File: config.mk
export PLATFORM = sky130hd
export DESIGN_NAME = serial_line_editor_command_parser_unit
export DESIGN_NICKNAME = d
export VERILOG_FILES = /design/src/hdl/slce_pkg.sv /design/src/hdl/slce_ram.sv /design/src/hdl/slce_datapath.sv /design/src/hdl/slce_ctrl.sv /design/src/hdl/serial_line_editor_command_parser_unit.sv
export SDC_FILE = /design/constraint.sdc
export NUM_CORES = 1
export LEC_CHECK = 0
export BUFFER_PORTS_ARGS = -buffer_cell sky130_fd_sc_hd__buf_2
export CAP_MARGIN = 10
export CORE_MARGIN = 8
export CORE_UTILIZATION = 55
export DETAILED_ROUTE_END_ITERATION = 8
export HOLD_SLACK_MARGIN = 0.15
export PLACE_DENSITY = 0.76
export SLEW_MARGIN = 20
export SYNTH_ARGS = -nofsm -noshare
export SYNTH_HDL_FRONTEND = slang
export SYNTH_SLANG_ARGS = --single-unit
File: constraint.sdc
create_clock -name clk_i -period 3.35 [get_ports clk_i]
set_clock_uncertainty 0.15 [all_clocks]
set_input_delay 0.1675 -clock clk_i [delete_from_list [all_inputs] [get_ports clk_i]]
set_output_delay 0.1675 -clock clk_i [all_outputs]
set_load 0.1 [all_outputs]
File: src/hdl/slce_pkg.sv
`timescale 1ns / 1ps

package slce_pkg;

  // Line store geometry and command word size
  localparam int LINE_CAPACITY = 32;
  localparam int LINE_AW       = $clog2(LINE_CAPACITY);
  localparam int WORD_CHARS    = 7;
  localparam int TEXT_W        = 8 * WORD_CHARS;
  localparam int WLEN_W        = $clog2(WORD_CHARS + 1);
  localparam int STEP_W        = 3;

  // Character codes
  localparam logic [7:0] CH_BS    = 8'd8;
  localparam logic [7:0] CH_LF    = 8'd10;
  localparam logic [7:0] CH_CR    = 8'd13;
  localparam logic [7:0] CH_SPACE = 8'd32;
  localparam logic [7:0] CH_PLUS  = 8'd43;
  localparam logic [7:0] CH_ZERO  = 8'd48;
  localparam logic [7:0] CH_NINE  = 8'd57;
  localparam logic [7:0] CH_TILDE = 8'd126;
  localparam logic [7:0] CH_DEL   = 8'd127;

  // Result kinds as they appear on the output port
  typedef enum logic [1:0] {
    KIND_ECHO   = 2'd0,
    KIND_CMD    = 2'd1,
    KIND_PROMPT = 2'd2
  } kind_e;

  // Class of a received byte, given the current line
  typedef enum logic [1:0] {
    CLS_NONE,
    CLS_STORE,
    CLS_ERASE,
    CLS_ENTER
  } byte_class_e;

  // Which result word the output register is loaded with
  typedef enum logic [2:0] {
    IT_CHAR,
    IT_BS,
    IT_SP,
    IT_CR,
    IT_LF,
    IT_CMD,
    IT_PROMPT
  } item_e;

  // Echo sequences
  typedef enum logic [1:0] {
    SEQ_CHAR,
    SEQ_ERASE,
    SEQ_ENTER
  } seq_e;

  typedef enum logic [1:0] {
    ST_IDLE,
    ST_EMIT,
    ST_SCAN,
    ST_CMD
  } ctrl_state_e;

  // Parse phase while the stored line streams past
  typedef enum logic [2:0] {
    PH_LEAD,
    PH_WORD,
    PH_ARG_SP,
    PH_DIGITS,
    PH_DONE
  } parse_phase_e;

  typedef struct packed {
    logic  latch;
    logic  store;
    logic  erase;
    logic  clear;
    logic  scan_start;
    logic  scan_step;
    logic  load;
    item_e item;
    logic  last;
  } dp_cmd_t;

  typedef struct packed {
    byte_class_e cls;
    logic        line_nonempty;
    logic        out_free;
    logic        scan_done;
  } dp_status_t;

  // Word sent at a given step of a sequence
  function automatic item_e seq_item(input seq_e seq, input logic [STEP_W-1:0] step);
    item_e it;
    it = IT_PROMPT;
    unique case (seq)
      SEQ_CHAR:  it = IT_CHAR;
      SEQ_ERASE: it = (step == STEP_W'(1)) ? IT_SP : IT_BS;
      SEQ_ENTER: begin
        if (step == STEP_W'(0) || step == STEP_W'(2)) begin
          it = IT_CR;
        end else if (step == STEP_W'(1) || step == STEP_W'(3)) begin
          it = IT_LF;
        end else begin
          it = IT_PROMPT;
        end
      end
      default: it = IT_PROMPT;
    endcase
    return it;
  endfunction

  // Final step of a sequence
  function automatic logic seq_last(input seq_e seq, input logic [STEP_W-1:0] step);
    logic l;
    l = 1'b1;
    unique case (seq)
      SEQ_CHAR:  l = 1'b1;
      SEQ_ERASE: l = (step == STEP_W'(2));
      SEQ_ENTER: l = (step == STEP_W'(4));
      default:   l = 1'b1;
    endcase
    return l;
  endfunction

endpackage

File: src/hdl/slce_ram.sv
`timescale 1ns / 1ps

module slce_ram #(
  parameter int WIDTH = 8,
  parameter int DEPTH = 32
) (
  input  logic                     clk_i,
  input  logic                     we_i,
  input  logic [$clog2(DEPTH)-1:0] waddr_i,
  input  logic [WIDTH-1:0]         wdata_i,
  input  logic                     re_i,
  input  logic [$clog2(DEPTH)-1:0] raddr_i,
  output logic [WIDTH-1:0]         rdata_o
);

  logic [WIDTH-1:0] mem_q [DEPTH];
  logic [WIDTH-1:0] rdata_q;

  // One write port, one registered read port
  always_ff @(posedge clk_i) begin
    if (we_i) begin
      mem_q[waddr_i] <= wdata_i;
    end
    if (re_i) begin
      rdata_q <= mem_q[raddr_i];
    end
  end

  assign rdata_o = rdata_q;

endmodule

File: src/hdl/slce_datapath.sv
`timescale 1ns / 1ps

module slce_datapath (
  input  logic                   clk_i,
  input  logic                   rst_ni,
  input  logic [7:0]             rx_byte_i,
  input  logic                   out_stall_i,
  input  slce_pkg::dp_cmd_t      cmd_i,
  output slce_pkg::dp_status_t   status_o,
  output logic                   out_valid_o,
  output logic [1:0]             kind_o,
  output logic [7:0]             echo_byte_o,
  output logic [slce_pkg::TEXT_W-1:0] cmd_text_o,
  output logic [2:0]             cmd_length_o,
  output logic signed [31:0]     arg_value_o,
  output logic                   last_o
);

  logic [slce_pkg::LINE_AW-1:0] len_q, len_d;
  logic [7:0]                   byte_q;

  logic [slce_pkg::LINE_AW-1:0] rd_ptr_q, rd_ptr_d;
  logic                         rd_pend_q, rd_pend_d;
  logic                         rd_en;
  logic [7:0]                   rd_data;

  slce_pkg::parse_phase_e       phase_q, phase_d;
  logic [slce_pkg::TEXT_W-1:0]  text_q, text_d, add_text;
  logic [slce_pkg::WLEN_W-1:0]  wlen_q, wlen_d, add_wlen;
  logic [31:0]                  val_q, val_d, dig_val;
  logic                         is_sp, is_plus, is_dig;

  logic                         out_valid_q;
  slce_pkg::kind_e              kind_q;
  logic [7:0]                   echo_q;
  logic [slce_pkg::TEXT_W-1:0]  otext_q;
  logic [2:0]                   olen_q;
  logic [31:0]                  oval_q;
  logic                         last_q;

  slce_pkg::kind_e              ld_kind;
  logic [7:0]                   ld_echo;
  logic [slce_pkg::TEXT_W-1:0]  ld_text;
  logic [2:0]                   ld_len;
  logic [31:0]                  ld_val;

  // Line store
  assign rd_en = cmd_i.scan_step && (rd_ptr_q < len_q);

  slce_ram #(
    .WIDTH (8),
    .DEPTH (slce_pkg::LINE_CAPACITY)
  ) u_line_ram (
    .clk_i   (clk_i),
    .we_i    (cmd_i.store),
    .waddr_i (len_q),
    .wdata_i (rx_byte_i),
    .re_i    (rd_en),
    .raddr_i (rd_ptr_q),
    .rdata_o (rd_data)
  );

  // Byte class and status
  always_comb begin
    status_o.cls = slce_pkg::CLS_NONE;
    if (rx_byte_i == slce_pkg::CH_CR) begin
      status_o.cls = slce_pkg::CLS_ENTER;
    end else if (rx_byte_i == slce_pkg::CH_BS || rx_byte_i == slce_pkg::CH_DEL) begin
      if (len_q != '0) begin
        status_o.cls = slce_pkg::CLS_ERASE;
      end
    end else if (rx_byte_i >= slce_pkg::CH_SPACE && rx_byte_i <= slce_pkg::CH_TILDE) begin
      if (len_q < slce_pkg::LINE_AW'(slce_pkg::LINE_CAPACITY - 1)) begin
        status_o.cls = slce_pkg::CLS_STORE;
      end
    end
    status_o.line_nonempty = (len_q != '0);
    status_o.out_free      = !out_valid_q || !out_stall_i;
    status_o.scan_done     = (rd_ptr_q == len_q) && !rd_pend_q;
  end

  // Line length
  always_comb begin
    len_d = len_q;
    if (cmd_i.clear) begin
      len_d = '0;
    end else if (cmd_i.store) begin
      len_d = len_q + 1'b1;
    end else if (cmd_i.erase) begin
      len_d = len_q - 1'b1;
    end
  end

  // Character tests on the byte read back
  assign is_sp   = (rd_data == slce_pkg::CH_SPACE);
  assign is_plus = (rd_data == slce_pkg::CH_PLUS);
  assign is_dig  = (rd_data >= slce_pkg::CH_ZERO) && (rd_data <= slce_pkg::CH_NINE);
  assign dig_val = (val_q << 3) + (val_q << 1) + {28'd0, rd_data[3:0]};

  // Append to command word, dropping characters past the word limit
  always_comb begin
    add_text = text_q;
    add_wlen = wlen_q;
    if (wlen_q < slce_pkg::WLEN_W'(slce_pkg::WORD_CHARS)) begin
      for (int i = 0; i < slce_pkg::WORD_CHARS; i++) begin
        if (wlen_q == slce_pkg::WLEN_W'(i)) begin
          add_text[i*8 +: 8] = rd_data;
        end
      end
      add_wlen = wlen_q + 1'b1;
    end
  end

  // Scan: one read issued and one byte evaluated per cycle
  always_comb begin
    rd_ptr_d  = rd_ptr_q;
    rd_pend_d = rd_pend_q;
    phase_d   = phase_q;
    text_d    = text_q;
    wlen_d    = wlen_q;
    val_d     = val_q;
    if (cmd_i.scan_start) begin
      rd_ptr_d  = '0;
      rd_pend_d = 1'b0;
      phase_d   = slce_pkg::PH_LEAD;
      text_d    = '0;
      wlen_d    = '0;
      val_d     = '0;
    end else if (cmd_i.scan_step) begin
      rd_pend_d = rd_en;
      if (rd_en) begin
        rd_ptr_d = rd_ptr_q + 1'b1;
      end
      if (rd_pend_q) begin
        unique case (phase_q)
          slce_pkg::PH_LEAD: begin
            if (!is_sp) begin
              text_d  = add_text;
              wlen_d  = add_wlen;
              phase_d = slce_pkg::PH_WORD;
            end
          end
          slce_pkg::PH_WORD: begin
            if (is_sp) begin
              phase_d = slce_pkg::PH_ARG_SP;
            end else begin
              text_d = add_text;
              wlen_d = add_wlen;
            end
          end
          slce_pkg::PH_ARG_SP: begin
            if (is_plus) begin
              phase_d = slce_pkg::PH_DIGITS;
            end else if (is_dig) begin
              val_d   = dig_val;
              phase_d = slce_pkg::PH_DIGITS;
            end else if (!is_sp) begin
              phase_d = slce_pkg::PH_DONE;
            end
          end
          slce_pkg::PH_DIGITS: begin
            if (is_dig) begin
              val_d = dig_val;
            end else begin
              phase_d = slce_pkg::PH_DONE;
            end
          end
          slce_pkg::PH_DONE: phase_d = slce_pkg::PH_DONE;
          default:           phase_d = slce_pkg::PH_DONE;
        endcase
      end
    end
  end

  // Result word decode
  always_comb begin
    ld_kind = slce_pkg::KIND_ECHO;
    ld_echo = '0;
    ld_text = '0;
    ld_len  = '0;
    ld_val  = '0;
    unique case (cmd_i.item)
      slce_pkg::IT_CHAR:   ld_echo = byte_q;
      slce_pkg::IT_BS:     ld_echo = slce_pkg::CH_BS;
      slce_pkg::IT_SP:     ld_echo = slce_pkg::CH_SPACE;
      slce_pkg::IT_CR:     ld_echo = slce_pkg::CH_CR;
      slce_pkg::IT_LF:     ld_echo = slce_pkg::CH_LF;
      slce_pkg::IT_CMD: begin
        ld_kind = slce_pkg::KIND_CMD;
        ld_text = text_q;
        ld_len  = 3'(wlen_q);
        ld_val  = val_q;
      end
      slce_pkg::IT_PROMPT: ld_kind = slce_pkg::KIND_PROMPT;
      default:             ld_kind = slce_pkg::KIND_PROMPT;
    endcase
  end

  // Control registers
  always_ff @(posedge clk_i or negedge rst_ni) begin
    if (!rst_ni) begin
      len_q       <= '0;
      rd_ptr_q    <= '0;
      rd_pend_q   <= 1'b0;
      phase_q     <= slce_pkg::PH_LEAD;
      out_valid_q <= 1'b0;
    end else begin
      len_q     <= len_d;
      rd_ptr_q  <= rd_ptr_d;
      rd_pend_q <= rd_pend_d;
      phase_q   <= phase_d;
      if (cmd_i.load) begin
        out_valid_q <= 1'b1;
      end else if (!out_stall_i) begin
        out_valid_q <= 1'b0;
      end
    end
  end

  // Payload registers
  always_ff @(posedge clk_i) begin
    if (cmd_i.latch) begin
      byte_q <= rx_byte_i;
    end
    text_q <= text_d;
    wlen_q <= wlen_d;
    val_q  <= val_d;
    if (cmd_i.load) begin
      kind_q  <= ld_kind;
      echo_q  <= ld_echo;
      otext_q <= ld_text;
      olen_q  <= ld_len;
      oval_q  <= ld_val;
      last_q  <= cmd_i.last;
    end
  end

  assign out_valid_o  = out_valid_q;
  assign kind_o       = kind_q;
  assign echo_byte_o  = echo_q;
  assign cmd_text_o   = otext_q;
  assign cmd_length_o = olen_q;
  assign arg_value_o  = signed'(oval_q);
  assign last_o       = last_q;

endmodule

File: src/hdl/slce_ctrl.sv
`timescale 1ns / 1ps

module slce_ctrl (
  input  logic                 clk_i,
  input  logic                 rst_ni,
  input  logic                 in_valid_i,
  output logic                 in_stall_o,
  input  slce_pkg::dp_status_t status_i,
  output slce_pkg::dp_cmd_t    cmd_o
);

  slce_pkg::ctrl_state_e        state_q, state_d;
  slce_pkg::seq_e               seq_q, seq_d;
  logic [slce_pkg::STEP_W-1:0]  step_q, step_d;
  logic                         accept;
  logic                         cur_last;

  assign accept   = in_valid_i && (state_q == slce_pkg::ST_IDLE);
  assign cur_last = slce_pkg::seq_last(seq_q, step_q);

  // Next state
  always_comb begin
    state_d = state_q;
    seq_d   = seq_q;
    step_d  = step_q;
    unique case (state_q)
      slce_pkg::ST_IDLE: begin
        step_d = '0;
        if (accept) begin
          unique case (status_i.cls)
            slce_pkg::CLS_STORE: begin
              seq_d   = slce_pkg::SEQ_CHAR;
              state_d = slce_pkg::ST_EMIT;
            end
            slce_pkg::CLS_ERASE: begin
              seq_d   = slce_pkg::SEQ_ERASE;
              state_d = slce_pkg::ST_EMIT;
            end
            slce_pkg::CLS_ENTER: begin
              seq_d   = slce_pkg::SEQ_ENTER;
              state_d = slce_pkg::ST_EMIT;
            end
            slce_pkg::CLS_NONE: state_d = slce_pkg::ST_IDLE;
            default:            state_d = slce_pkg::ST_IDLE;
          endcase
        end
      end
      slce_pkg::ST_EMIT: begin
        if (status_i.out_free) begin
          step_d = step_q + 1'b1;
          if (cur_last) begin
            state_d = slce_pkg::ST_IDLE;
          end else if (seq_q == slce_pkg::SEQ_ENTER && step_q == slce_pkg::STEP_W'(1) &&
                       status_i.line_nonempty) begin
            state_d = slce_pkg::ST_SCAN;
          end
        end
      end
      slce_pkg::ST_SCAN: begin
        if (status_i.scan_done) begin
          state_d = slce_pkg::ST_CMD;
        end
      end
      slce_pkg::ST_CMD: begin
        if (status_i.out_free) begin
          state_d = slce_pkg::ST_EMIT;
        end
      end
      default: state_d = slce_pkg::ST_IDLE;
    endcase
  end

  // Outputs
  always_comb begin
    cmd_o      = '0;
    cmd_o.item = slce_pkg::IT_CHAR;
    in_stall_o = (state_q != slce_pkg::ST_IDLE);
    unique case (state_q)
      slce_pkg::ST_IDLE: begin
        cmd_o.latch = accept;
        cmd_o.store = accept && (status_i.cls == slce_pkg::CLS_STORE);
        cmd_o.erase = accept && (status_i.cls == slce_pkg::CLS_ERASE);
      end
      slce_pkg::ST_EMIT: begin
        if (status_i.out_free) begin
          cmd_o.load       = 1'b1;
          cmd_o.item       = slce_pkg::seq_item(seq_q, step_q);
          cmd_o.last       = cur_last;
          cmd_o.scan_start = !cur_last && (seq_q == slce_pkg::SEQ_ENTER) &&
                             (step_q == slce_pkg::STEP_W'(1)) && status_i.line_nonempty;
        end
      end
      slce_pkg::ST_SCAN: begin
        cmd_o.scan_step = 1'b1;
      end
      slce_pkg::ST_CMD: begin
        if (status_i.out_free) begin
          cmd_o.load  = 1'b1;
          cmd_o.item  = slce_pkg::IT_CMD;
          cmd_o.clear = 1'b1;
        end
      end
      default: cmd_o.load = 1'b0;
    endcase
  end

  always_ff @(posedge clk_i or negedge rst_ni) begin
    if (!rst_ni) begin
      state_q <= slce_pkg::ST_IDLE;
      seq_q   <= slce_pkg::SEQ_CHAR;
      step_q  <= '0;
    end else begin
      state_q <= state_d;
      seq_q   <= seq_d;
      step_q  <= step_d;
    end
  end

endmodule

File: src/hdl/serial_line_editor_command_parser_unit.sv
`timescale 1ns / 1ps

// Line editor for a serial console. Each received byte (one word on the input
// channel) edits a line of up to 31 characters and produces zero to six words
// on the output channel: echo bytes, one command word when a non-empty line is
// entered (first token up to 7 characters, plus a decimal argument), and a
// prompt request. The last word caused by a byte carries last_o. One byte is
// handled at a time; in_stall_o is high until its final word sits in the
// output register, so the next byte can be taken while that word waits. A
// carriage return on a non-empty line starts a scan of the line store through
// its single read port, one byte per cycle. Output stalls hold back each word.
module serial_line_editor_command_parser_unit (
  input  logic                        clk_i,
  input  logic                        rst_ni,
  input  logic                        in_valid_i,
  output logic                        in_stall_o,
  input  logic [7:0]                  rx_byte_i,
  output logic                        out_valid_o,
  input  logic                        out_stall_i,
  output logic [1:0]                  kind_o,
  output logic [7:0]                  echo_byte_o,
  output logic [slce_pkg::TEXT_W-1:0] cmd_text_o,
  output logic [2:0]                  cmd_length_o,
  output logic signed [31:0]          arg_value_o,
  output logic                        last_o
);

  slce_pkg::dp_cmd_t    dp_cmd;
  slce_pkg::dp_status_t dp_status;

  // Sequencer
  slce_ctrl u_ctrl (
    .clk_i      (clk_i),
    .rst_ni     (rst_ni),
    .in_valid_i (in_valid_i),
    .in_stall_o (in_stall_o),
    .status_i   (dp_status),
    .cmd_o      (dp_cmd)
  );

  // Line store, parser and output register
  slce_datapath u_datapath (
    .clk_i        (clk_i),
    .rst_ni       (rst_ni),
    .rx_byte_i    (rx_byte_i),
    .out_stall_i  (out_stall_i),
    .cmd_i        (dp_cmd),
    .status_o     (dp_status),
    .out_valid_o  (out_valid_o),
    .kind_o       (kind_o),
    .echo_byte_o  (echo_byte_o),
    .cmd_text_o   (cmd_text_o),
    .cmd_length_o (cmd_length_o),
    .arg_value_o  (arg_value_o),
    .last_o       (last_o)
  );

endmodule

# Word-level counts from Yosys, hierarchy flattened
# Memory sizes are Yosys's and may differ from the RTL's. A register that Yosys moved wholly into a read port is not among the register bits.
# Index checks and enable logic that the tools add are counted.
dict set report classes {
  add_sub_neg 7
  order_cmp 7
  n_eq_ne 43
  muxes 57
  bitwise_logic 1
  n_reduce_logical 54
}
# operator n
set op_table {}
lappend op_table {{2-to-1 mux 32 bit} 2}
lappend op_table {{case mux 32 bit (2 select lines)} 1}
lappend op_table {{AND reduction 6 bit} 8}
lappend op_table {{case mux 8 bit (5 select lines)} 1}
lappend op_table {{2-to-1 mux 3 bit} 12}
lappend op_table {{2-to-1 mux 5 bit} 7}
lappend op_table {{adder 32 bit} 1}
lappend op_table {{adder 32 x 4 -> 32 bit} 1}
lappend op_table {{== test 3 x 2 -> 1 bit, second input constant} 8}
lappend op_table {{2-to-1 mux 2 bit} 12}
lappend op_table {{== test 3 bit, second input constant} 6}
lappend op_table {{== test 8 x 4 -> 1 bit, second input constant} 2}
lappend op_table {{== test 8 x 6 -> 1 bit, second input constant} 2}
lappend op_table {{greater-or-equal comparator 8 x 6 -> 1 bit, second input constant} 2}
lappend op_table {{== test 3 x 1 -> 1 bit, second input constant} 4}
lappend op_table {{logical AND 1 bit} 12}
lappend op_table {{zero test 3 bit} 4}
lappend op_table {{2-to-1 mux 1 bit} 12}
lappend op_table {{case mux 3 bit (4 select lines)} 1}
lappend op_table {{nonzero test 2 bit} 6}
lappend op_table {{adder 5 x 1 -> 5 bit, second input constant} 2}
lappend op_table {{== test 2 bit, second input constant} 5}
lappend op_table {{AND reduction 5 bit} 2}
lappend op_table {{case mux 3 bit (3 select lines)} 1}
lappend op_table {{35 further kinds} 55}
dict set report word_totals {
  reg_bits 223
  ram_bits 256
  input_bits 12
  output_inout_bits 104
  word_cells 194
  n_memories 1
}
# memory depth word_bits read_ports rd_ports_with_merged_regs wr line
set memory_table {}
lappend memory_table {u_datapath.u_line_ram.mem_q 32 8 1 1 1 slce_ram.sv:16} ;# logic [WIDTH-1:0] mem_q [DEPTH];

# Logic depth before layout (Yosys ltp)
# Gate-level depths: netlist of run 1.
dict set report logic_depth {
  depth_word 11
  ltp_mapped 13
  mapped_depth_nobuf 12
}

# By module
# From an unflattened synthesis of run 1, not the netlist that was laid out.
dict set report unflattened {
  hier_cells 1521
  hier_area_um2 21257.9
}
# mod instances cells_each area_per_inst_um2 seq_area_each_um2
set modules_own_cells {}
lappend modules_own_cells {slce_datapath 1 1032 10485.1 5500.3}
lappend modules_own_cells {slce_ram 1 417 10133.5 7927.6}
lappend modules_own_cells {slce_ctrl 1 72 639.4 175.2}

# Worst setup path before layout of run 1
# OpenSTA, ideal clock, no wires.
dict set report synth_path {
  path_kind {register to register}
  startpoint {register u_datapath.out_valid_q, in the netlist u_datapath.out_valid_o}
  endpoint {register u_datapath.oval_q[0], in the netlist u_datapath.arg_value_o[0] (data pin)}
  setup_time_ns 0.255
  arrival_time_ns 3.537
  required_ns 2.945
  setup_slack_ns -0.591
  stages_incl_launch_ff 10
  path_buffers 2
  synth_period_minus_slack_ns 3.941
  path_cell_list {dfrtp_1 > nand2_1 > nand2_1 > inv_2 > nand2b_1 > a31oi_2 > nor3_2 > clkbuf_1 > buf_2 > and2_1}
}
dict set report synth_between {
  elab_chain_len 5
  elab_cells_between_ends 6
  cone_classes {eq/ne (1); mux (3); reduce/logical (2)}
}
# element line
set synth_rtl {}
lappend synth_rtl {{from (decl)} slce_datapath.sv:33} ;# logic out_valid_q;
lappend synth_rtl {{from (signal assigned)} slce_datapath.sv:206} ;# out_valid_q <= 1'b0;
lappend synth_rtl {{from (signal assigned)} slce_datapath.sv:213} ;# out_valid_q <= 1'b1;
lappend synth_rtl {{from (signal assigned)} slce_datapath.sv:215} ;# out_valid_q <= 1'b0;
lappend synth_rtl {{zero test 1 bit (*)} slce_datapath.sv:78} ;# status_o.out_free = !out_valid_q || !out_stall_i;
lappend synth_rtl {{logical OR 1 bit (*)} slce_datapath.sv:78}
lappend synth_rtl {{2-to-1 mux 4 bit / 2-to-1 mux 5 bit (equally long branches)} {slce_ctrl.sv:97, slce_ctrl.sv:85}}
lappend synth_rtl {{case mux 4 bit (2 select lines) (*)} slce_ctrl.sv:78} ;# unique case (state_q)
lappend synth_rtl {{== test 3 bit (*)} slce_datapath.sv:182} ;# unique case (cmd_i.item)
lappend synth_rtl {{to (signal assigned)} slce_datapath.sv:233} ;# oval_q <= ld_val;
lappend synth_rtl {{to (decl)} slce_datapath.sv:38} ;# logic [31:0] oval_q;
# Mark *: on every way between the ends. The rest lies on a longest branch, timed or not.
# A chain may end at the register's enable or synchronous reset.

# Worst setup path after layout of run 1
dict set report layout_path {
  startpoint {register u_datapath.u_line_ram.rdata_q[3], in the netlist u_datapath.u_line_ram.rdata_o[3], read port of u_datapath.u_line_ram.mem_q}
  endpoint {register u_datapath.val_q[29]}
}
dict set report layout_between {
  elab_chain_len 5
  elab_cells_between_ends 10
  cone_classes {add/sub (1); order compare (2); eq/ne (2); mux (3); reduce/logical (2)}
}
# element line
set layout_rtl {}
lappend layout_rtl {{from (decl)} slce_ram.sv:17} ;# logic [WIDTH-1:0] rdata_q;
lappend layout_rtl {{branches (longest 5 deep; another with adder 32 x 4 -> 32 bit)} n/a}
lappend layout_rtl {{to (signal assigned)} slce_datapath.sv:227} ;# val_q <= val_d;
lappend layout_rtl {{to (decl)} slce_datapath.sv:30} ;# logic [31:0] val_q, val_d, dig_val;
# Several ways; the timed one is not identified. The select of a mux whose other input is x is not followed.

==> results.md, run 1 <==
- Synth top area cells: edfxtp_1 (53%), dfxtp_1 (8.7%), mux4_2 (8.6%)
- CTS Root Cell: clkbuf_16
- First-pass GRT wire length: 71800 microns
- Commonest non-fill, non-tap cell in the layout: edfxtp_1
- Antenna Nets Post-Route: 0
- Layout Area Growth over Synthesis: 15.2%
- Total power: 18.5 mW
- Final Max Tran Viols: 0
- Crit end category: register
- CTS tree: done
- Max Freq: 323 MHz
- Diodes inserted: 0
- Post-CTS sizing: 0
- Hold path cells: 4
- Port bufs: 115
- Post-Syn Instances: 1478
- Final Util: 64.3%
- WP data arrival: 3410 ps
- Syn Std Cell Area: 21000 sq um
- Post-CTS Setup Bufs: 0
- Slew Limit Headroom: 42.5%
- Total core area: 37700 sq um
- Post-synth top area cell: edfxtp_1
- Nets@finish: 1759
- Final worst-path cycle share: 92.3%
- Number of flops mapped to enable cells by yosys: 374
- CTS sink cnt: 487
- Initial antenna violation count: 0
- Detailed-route via count: 12862
- Post-route cell area: 24200 sq um
- Hold Vio Cnt, Final: 0
- Overflow left after global routing: 0
- Seq cells post-synth: 487
- Type of the tightest min-delay check: primary input to register
- Max Cap Viol: 0
- Die W: 211 microns
- Synth Flop Type: edfxtp_1
- Syn. warnings: 0
- RSZ-0062 raised after global routing: no
- Worst path max stage delay: 510 ps
- Synth top area share: 53.4%
- Worst Tran Pin Value: 859 ps
- Crit-path cells: fa_1, ha_1, a211oi_1, o21ai_0, nand3_1, nand3b_1, a41oi_1, mux2i_1, nand3_1
- Number of cells on the critical path: 9
- Total GRT Usage: 20.5%
- Max clock buf depth: 3
- Final WL: 45900 microns
- Finish-stage setup viols: 0
- Buf/Inv on CP: 0
- Largest net degree at the start of global routing: 90
- H-tree Lvls: 2
- Initial Util: 55.8%
- CP top delay family: compound AO/OA/AOI/OAI gates
- Setup TNS: 0 ps
- Async SR Flop Fraction: 4.52%
- Cell Pwr Density: 765 nW/um^2
- Critical path type: register to register
- Sequential share of the synthesized area: 64.7%
- Post-DR wirelength/cell: 20.8 microns
- Skew-Pair Late Insertion Delay: 580 ps
- Vias in the first global route: 12717
- Max IR drop VDD: 0.000503 V
- Post-DP HPWL: 31100 microns
- Gpl congestion: 0.952
- CP most frequent cell: nand3_1
- Outcome: finished clean
- Tmin final: 3090 ps
- Post-placement cell area: 22500 sq um
- Die span in y: 211 microns
- DR vias/cell: 5.81
- Leakage power: 9.42 nW
- Mapped Avg Cell Area: 14.2 sq um
- Num rows: 71
- Worst path slowest cell: fa_1
- Initial DRC count: 921
- Worst reg2reg path depth: 9
- Crit path launch type: register
- Req. time, crit path: 3670 ps
- Unique masters post-synth: 64
- Total CTS buffers: 49
- Share of cells above drive strength 1: 20.9%
- Post-route DRC violation count: 0
- Worst-path clk slew: 60 ps
- 1st-pass router iterations: 5
- Die area: 44700 sq um
- CP max FO: 3
- Commonest non-fill, non-tap cells in the layout: edfxtp_1 (374), buf_2 (116), nand2_1 (115)
- Boundary Pins: 116
[cells in the mapped netlist (4+ instances only)]
library cell and instances:
or3_1 5, nand4_1 8, inv_1 23, ha_1 81, and3_1 14, nand2b_1 7
edfxtp_1 374, nor3b_1 4, a21o_1 8, dfrtp_1 22, nand3_1 74, xnor2_1 18
nand2_1 115, clkbuf_1 45, xor2_1 12, o211ai_1 5, o21a_1 6, mux4_2 80
buf_2 12, mux2i_1 31, and4_1 4, a31oi_1 6, nor2b_1 10, dfxtp_1 91
nor3_1 11, mux2_2 9, and2_1 92, buf_1 7, a211oi_1 6, nor4_1 8
o21ai_0 44, buf_6 4, a21oi_1 88, o21ai_1 15, nor2_1 95
[through the flow]
step,instances,hold WS (ps),setup slack [ps]
6_report,2212,269,256
5_1_grt,2212,290,128
4_1_cts,2211,258,306
3_5_place_dp,2108,33.8,313
3_3_place_gp,2108,27.4,441
2_1_floorplan,1485,-278,105
[tightest hold or removal path: stages]
cell	delay, ps
dlygate4sd3_1	520
buf_2	90
nand2_1	80
nand2b_1	100
[final cells by class]
class	count	area (sq um)
Clock inverter	28	251
Inverter	26	103
Tap cell	511	639
Clock buffer	61	1290
Sequential cell	487	13600
Fill cell	2748	13400
Multi-Input combinational cell	904	7050
Timing Repair Buffer	195	1270
[final timing paths]
kind | startpoint | to | slack [ps]
worst max-delay path | u_datapath.u_line_ram.rdata_o[3]$_DFFE_PP_ | u_datapath.val_q[29]$_SDFFE_PP0P_ | 260
worst min-delay path | out_stall_i | u_datapath.out_valid_o$_DFFE_PN0P_ | 270
worst max register to register | u_datapath.u_line_ram.rdata_o[3]$_DFFE_PP_ | u_datapath.val_q[29]$_SDFFE_PP0P_ | 260
worst min register to register | u_datapath.val_q[31]$_SDFFE_PP0P_ | u_datapath.val_q[31]$_SDFFE_PP0P_ | 300
max in group asynchronous | rst_ni | u_datapath.rd_ptr_q[0]$_DFFE_PN0P_ | 2020
min in group asynchronous | rst_ni | u_datapath.rd_ptr_q[4]$_DFFE_PN0P_ | 610
[per-layer routing]
layer / wire, microns / global-route usage [%] / up-vias
met3: 3030 / 3.28 / 91
met2: 22400 / 34.4 / 476
met4: 1100 / 6.52 / 0
li1: - / - / 5934
met5: 0 / 0 / -
met1: 19400 / 27.2 / 6361
[report_power, final]
part	internal, mW	switching [mW]
clock	2.92	2.26
combinational	1.26	4.69
sequential	7.19	0.222
total	11.4	7.17
[state kept, by name (all words and copies together), names as in the netlist, 8 cells and up, named ones only]
name / flops
u_datapath.u_line_ram.mem_q: 256
u_datapath.cmd_text_o: 56
u_datapath.text_q: 56
u_datapath.arg_value_o: 32
u_datapath.val_q: 32
u_datapath.byte_q: 8
u_datapath.echo_byte_o: 8
u_datapath.u_line_ram.rdata_o: 8
[kinds of logic (layout without fill, tap and decap cells)]
group                    Yosys count  after routing  synth area share [%]
other                              1              8                0.0178
XOR/XNOR                          30             30                  1.25
flip-flops                       487            487                  64.7
adder cells (fa/ha/maj)           84             84                  5.11
AO/OA/AOI/OAI                    203            203                  5.61
multiplexers                     120            120                  10.5
AND/OR/NAND/NOR                  459            459                  10.9
buffers and inverters             94            310                  1.89
[what timing repair did]
| action | CTS | global route |
|---|---|---|
| setup endpoints to repair | 0 | 0 |
| hold buffers | 14 | 1 |
| hold endpoints to repair | 318 | 22 |
Note: power is estimated with default switching activity, not from simulation.
==> run 2: changes to the inputs <==
- CORE_UTILIZATION: 55 -> 61
- PLACE_DENSITY: 0.76 -> 0.8
- clock period: 3.35 -> 3.5 ns (I/O delays scaled with it)
==> run 2 against run 1 <==
- worst setup slack better by 82 ps
- critical path depth is 4 higher
- first-iteration DRC count is 38% higher
- sequential cell count unchanged
- global-route usage grew 2.4 points
- final area grew 0.20%
- combinational power down 4.9%
- cell count shrank 2.8%
- die area is 9.1% lower
- worst hold slack better by 35 ps
- routed wire length rose by 2.5%
==> results.md, run 2 (synthesis results as in run 1) <==
- Final WL: 47100 microns (+2.5%)
- Min Hold Slack: 304 ps (+34.5 ps)
- Total CTS buffers: 47 (-4.1%)
- Finish-stage setup viols: 0 (unchanged)
- Type of the tightest min-delay check: register to register
- Total power: 18.3 mW (-1.5%)
- Post-route DRC violation count: 0 (unchanged)
- WP data arrival: 3500 ps (+90 ps)
- Setup TNS: 0 ps (unchanged)
- 1st-pass router iterations: 5 (unchanged)
- Biggest register: u_datapath.u_line_ram.mem_q
- Vias in the first global route: 12911 (+1.5%)
- CTS tree: done
- Max FFs per register: 256 (unchanged)
- Filler cells: 2191 (-20%)
- Die area: 40600 sq um (-9.1%)
- CTS Root Cell: clkbuf_16
- Layout Area Growth over Synthesis: 15.5%
- Initial DRC count: 1269 (+38%)
- Met1 WL: 18600 microns (-4.0%)
- Final worst-path cycle share: 90.3%
- Diodes inserted: 0 (unchanged)
- Slew Limit Headroom: 35.5% (-7.0 points)
- Nets@finish: 1751 (-0.45%)
- Worst-path clk slew: 60 ps (about the same)
- Detailed-route via count: 13015 (+1.2%)
- Die W: 202 microns (-4.7%)
- DR vias/cell: 6.06 (+4.2%)
- Total GRT Usage: 22.8% (+2.4 points)
- Total core area: 34200 sq um (-9.2%)
- Share of cells above drive strength 1: 21.3% (+0.32 points)
- Final Max Tran Viols: 0 (unchanged)
- HP Start: u_datapath.text_q[24]$_SDFFE_PP0P_
- Crit end category: register
- Largest net degree at the start of global routing: 90 (unchanged)
- CP max FO: 21 (+18)
- Gpl congestion: 0.911 (-4.4%)
- Max Cap Viol: 0 (unchanged)
- Req. time, crit path: 3830 ps (+160 ps)
- First-pass GRT wire length: 73300 microns (+2.0%)
- Commonest non-fill, non-tap cells in the layout: edfxtp_1 (374), buf_2 (116), nand2_1 (115)
- Tmin final: 3160 ps
- Outcome: finished clean
- Cells after DPL: 2046 (-2.9%)
- Max clock buf depth: 3 (unchanged)
- Worst Tran Pin Value: 968 ps (+109 ps)
- Overflow left after global routing: 0 (unchanged)
- Register area: 13600 sq um (unchanged)
- Metal3 WL: 3810 microns (+26%)
- Worst r2r src: u_ctrl.state_q[0]$_DFFE_PN0P_
- Skew-Pair Late Insertion Delay: 570 ps (about the same)
- Max Freq: 316 MHz
- Commonest non-fill, non-tap cell in the layout: edfxtp_1
- Post-DP HPWL: 30800 microns (-0.94%)
- H-tree Lvls: 2 (unchanged)
- WL met2: 23300 microns (+3.8%)
- Leakage power: 9.48 nW (+0.60%)
- Critical path type: primary input to register
- Post-CTS sizing: 0 (unchanged)
- Top sig layer: met5
- Num rows: 68 (-4.2%)
- Final Util: 71.0% (+6.7 points)
- CTS sink cnt: 487 (unchanged)
- Initial Util: 61.4% (+5.6 points)
- Final std cells w/o fill: 2149 (-2.8%)
- Cell Pwr Density: 753 nW/um^2 (-1.7%)
- Hold Vio Cnt, Final: 0 (unchanged)
- Initial antenna violation count: 3 (+3)
- Max IR drop VDD: 0.000924 V (+84%)
- Post-DR wirelength/cell: 21.9 microns (+5.5%)
- Area occupied by multi-input gates: 7050 sq um (unchanged)
- Boundary Pins: 116 (unchanged)
- Crit path launch type: primary input
- Port bufs: 115 (unchanged)
- Worst Setup SP: rx_byte_i[2]
- RSZ-0062 raised after global routing: no
- Die span in y: 202 microns (-4.7%)
- Antenna Nets Post-Route: 0 (unchanged)
run 2: changes by cell type in the layout (fill, tap and decap cells not counted), sizes merged:
cell / previous run / this run
buf: 181 / 175
clkinv: 20 / 16
bufinv: 2 / 9
clkbuf: 61 / 57
run 2: layout make-up:
class                   count  share of cell area, %
flip-flops and latches    487                   56.1
repair buffers            189                   5.05
clock inverters            31                   1.84
well taps                 455                   2.35
clock buffers              57                   5.21
inverters                  26                  0.412
multi-input cells         904                   29.1
run 2: final timing paths:
| path | cells past startpoint | to | slack (ps) |
|---|---|---|---|
| min in group asynchronous | 4 | u_ctrl.step_q[2]$_DFFE_PN0P_ | 630 |
| min | 2 | u_datapath.text_q[24]$_SDFFE_PP0P_ | 300 |
| min reg2reg | 2 | u_datapath.text_q[24]$_SDFFE_PP0P_ | 300 |
| max reg2reg | 12 | u_datapath.len_q[4]$_DFFE_PN0P_ | 360 |
| max in group asynchronous | 4 | u_datapath.rd_ptr_q[0]$_DFFE_PN0P_ | 2150 |
| max | 13 | u_datapath.len_q[4]$_DFFE_PN0P_ | 340 |
run 2: power breakdown:
group          switching, mW  internal, mW
combinational           4.46          1.19
clock                   2.20          3.27
sequential             0.255          6.88
total                   6.92          11.3
run 2: critical path: stages:
cell           delay [ps]
dlygate4sd3_1         530
buf_2                 270
and2_1                230
a22oi_1               270
o21ai_1               180
nor2_2                280
inv_2                 140
fa_1                  450
a21o_1                240
a21oi_1               180
xnor2_1               100
or3_1                 320
o21ai_1               100
run 2: metrics by stage:
step / setup slack, ps / cell area, sq um
floorplan: 67.0 / 21000
global placement: 583 / 22400
detailed placement: 520 / 22400
CTS: 406 / 24300
global route: 142 / 24300
finish: 339 / 24300
run 2: what timing repair did:
| action | in CTS | in global routing |
|---|---|---|
| setup buffers | 0 | 0 |
| hold buffers | 14 | 1 |
| hold endpoints to repair | 296 | 22 |
run 2: layer usage:
metal,vias up,global-route usage [%]
met4,4,7.41
met1,6369,29.6
met2,625,38.4
met3,104,4.55
li1,5913,-
met5,-,0
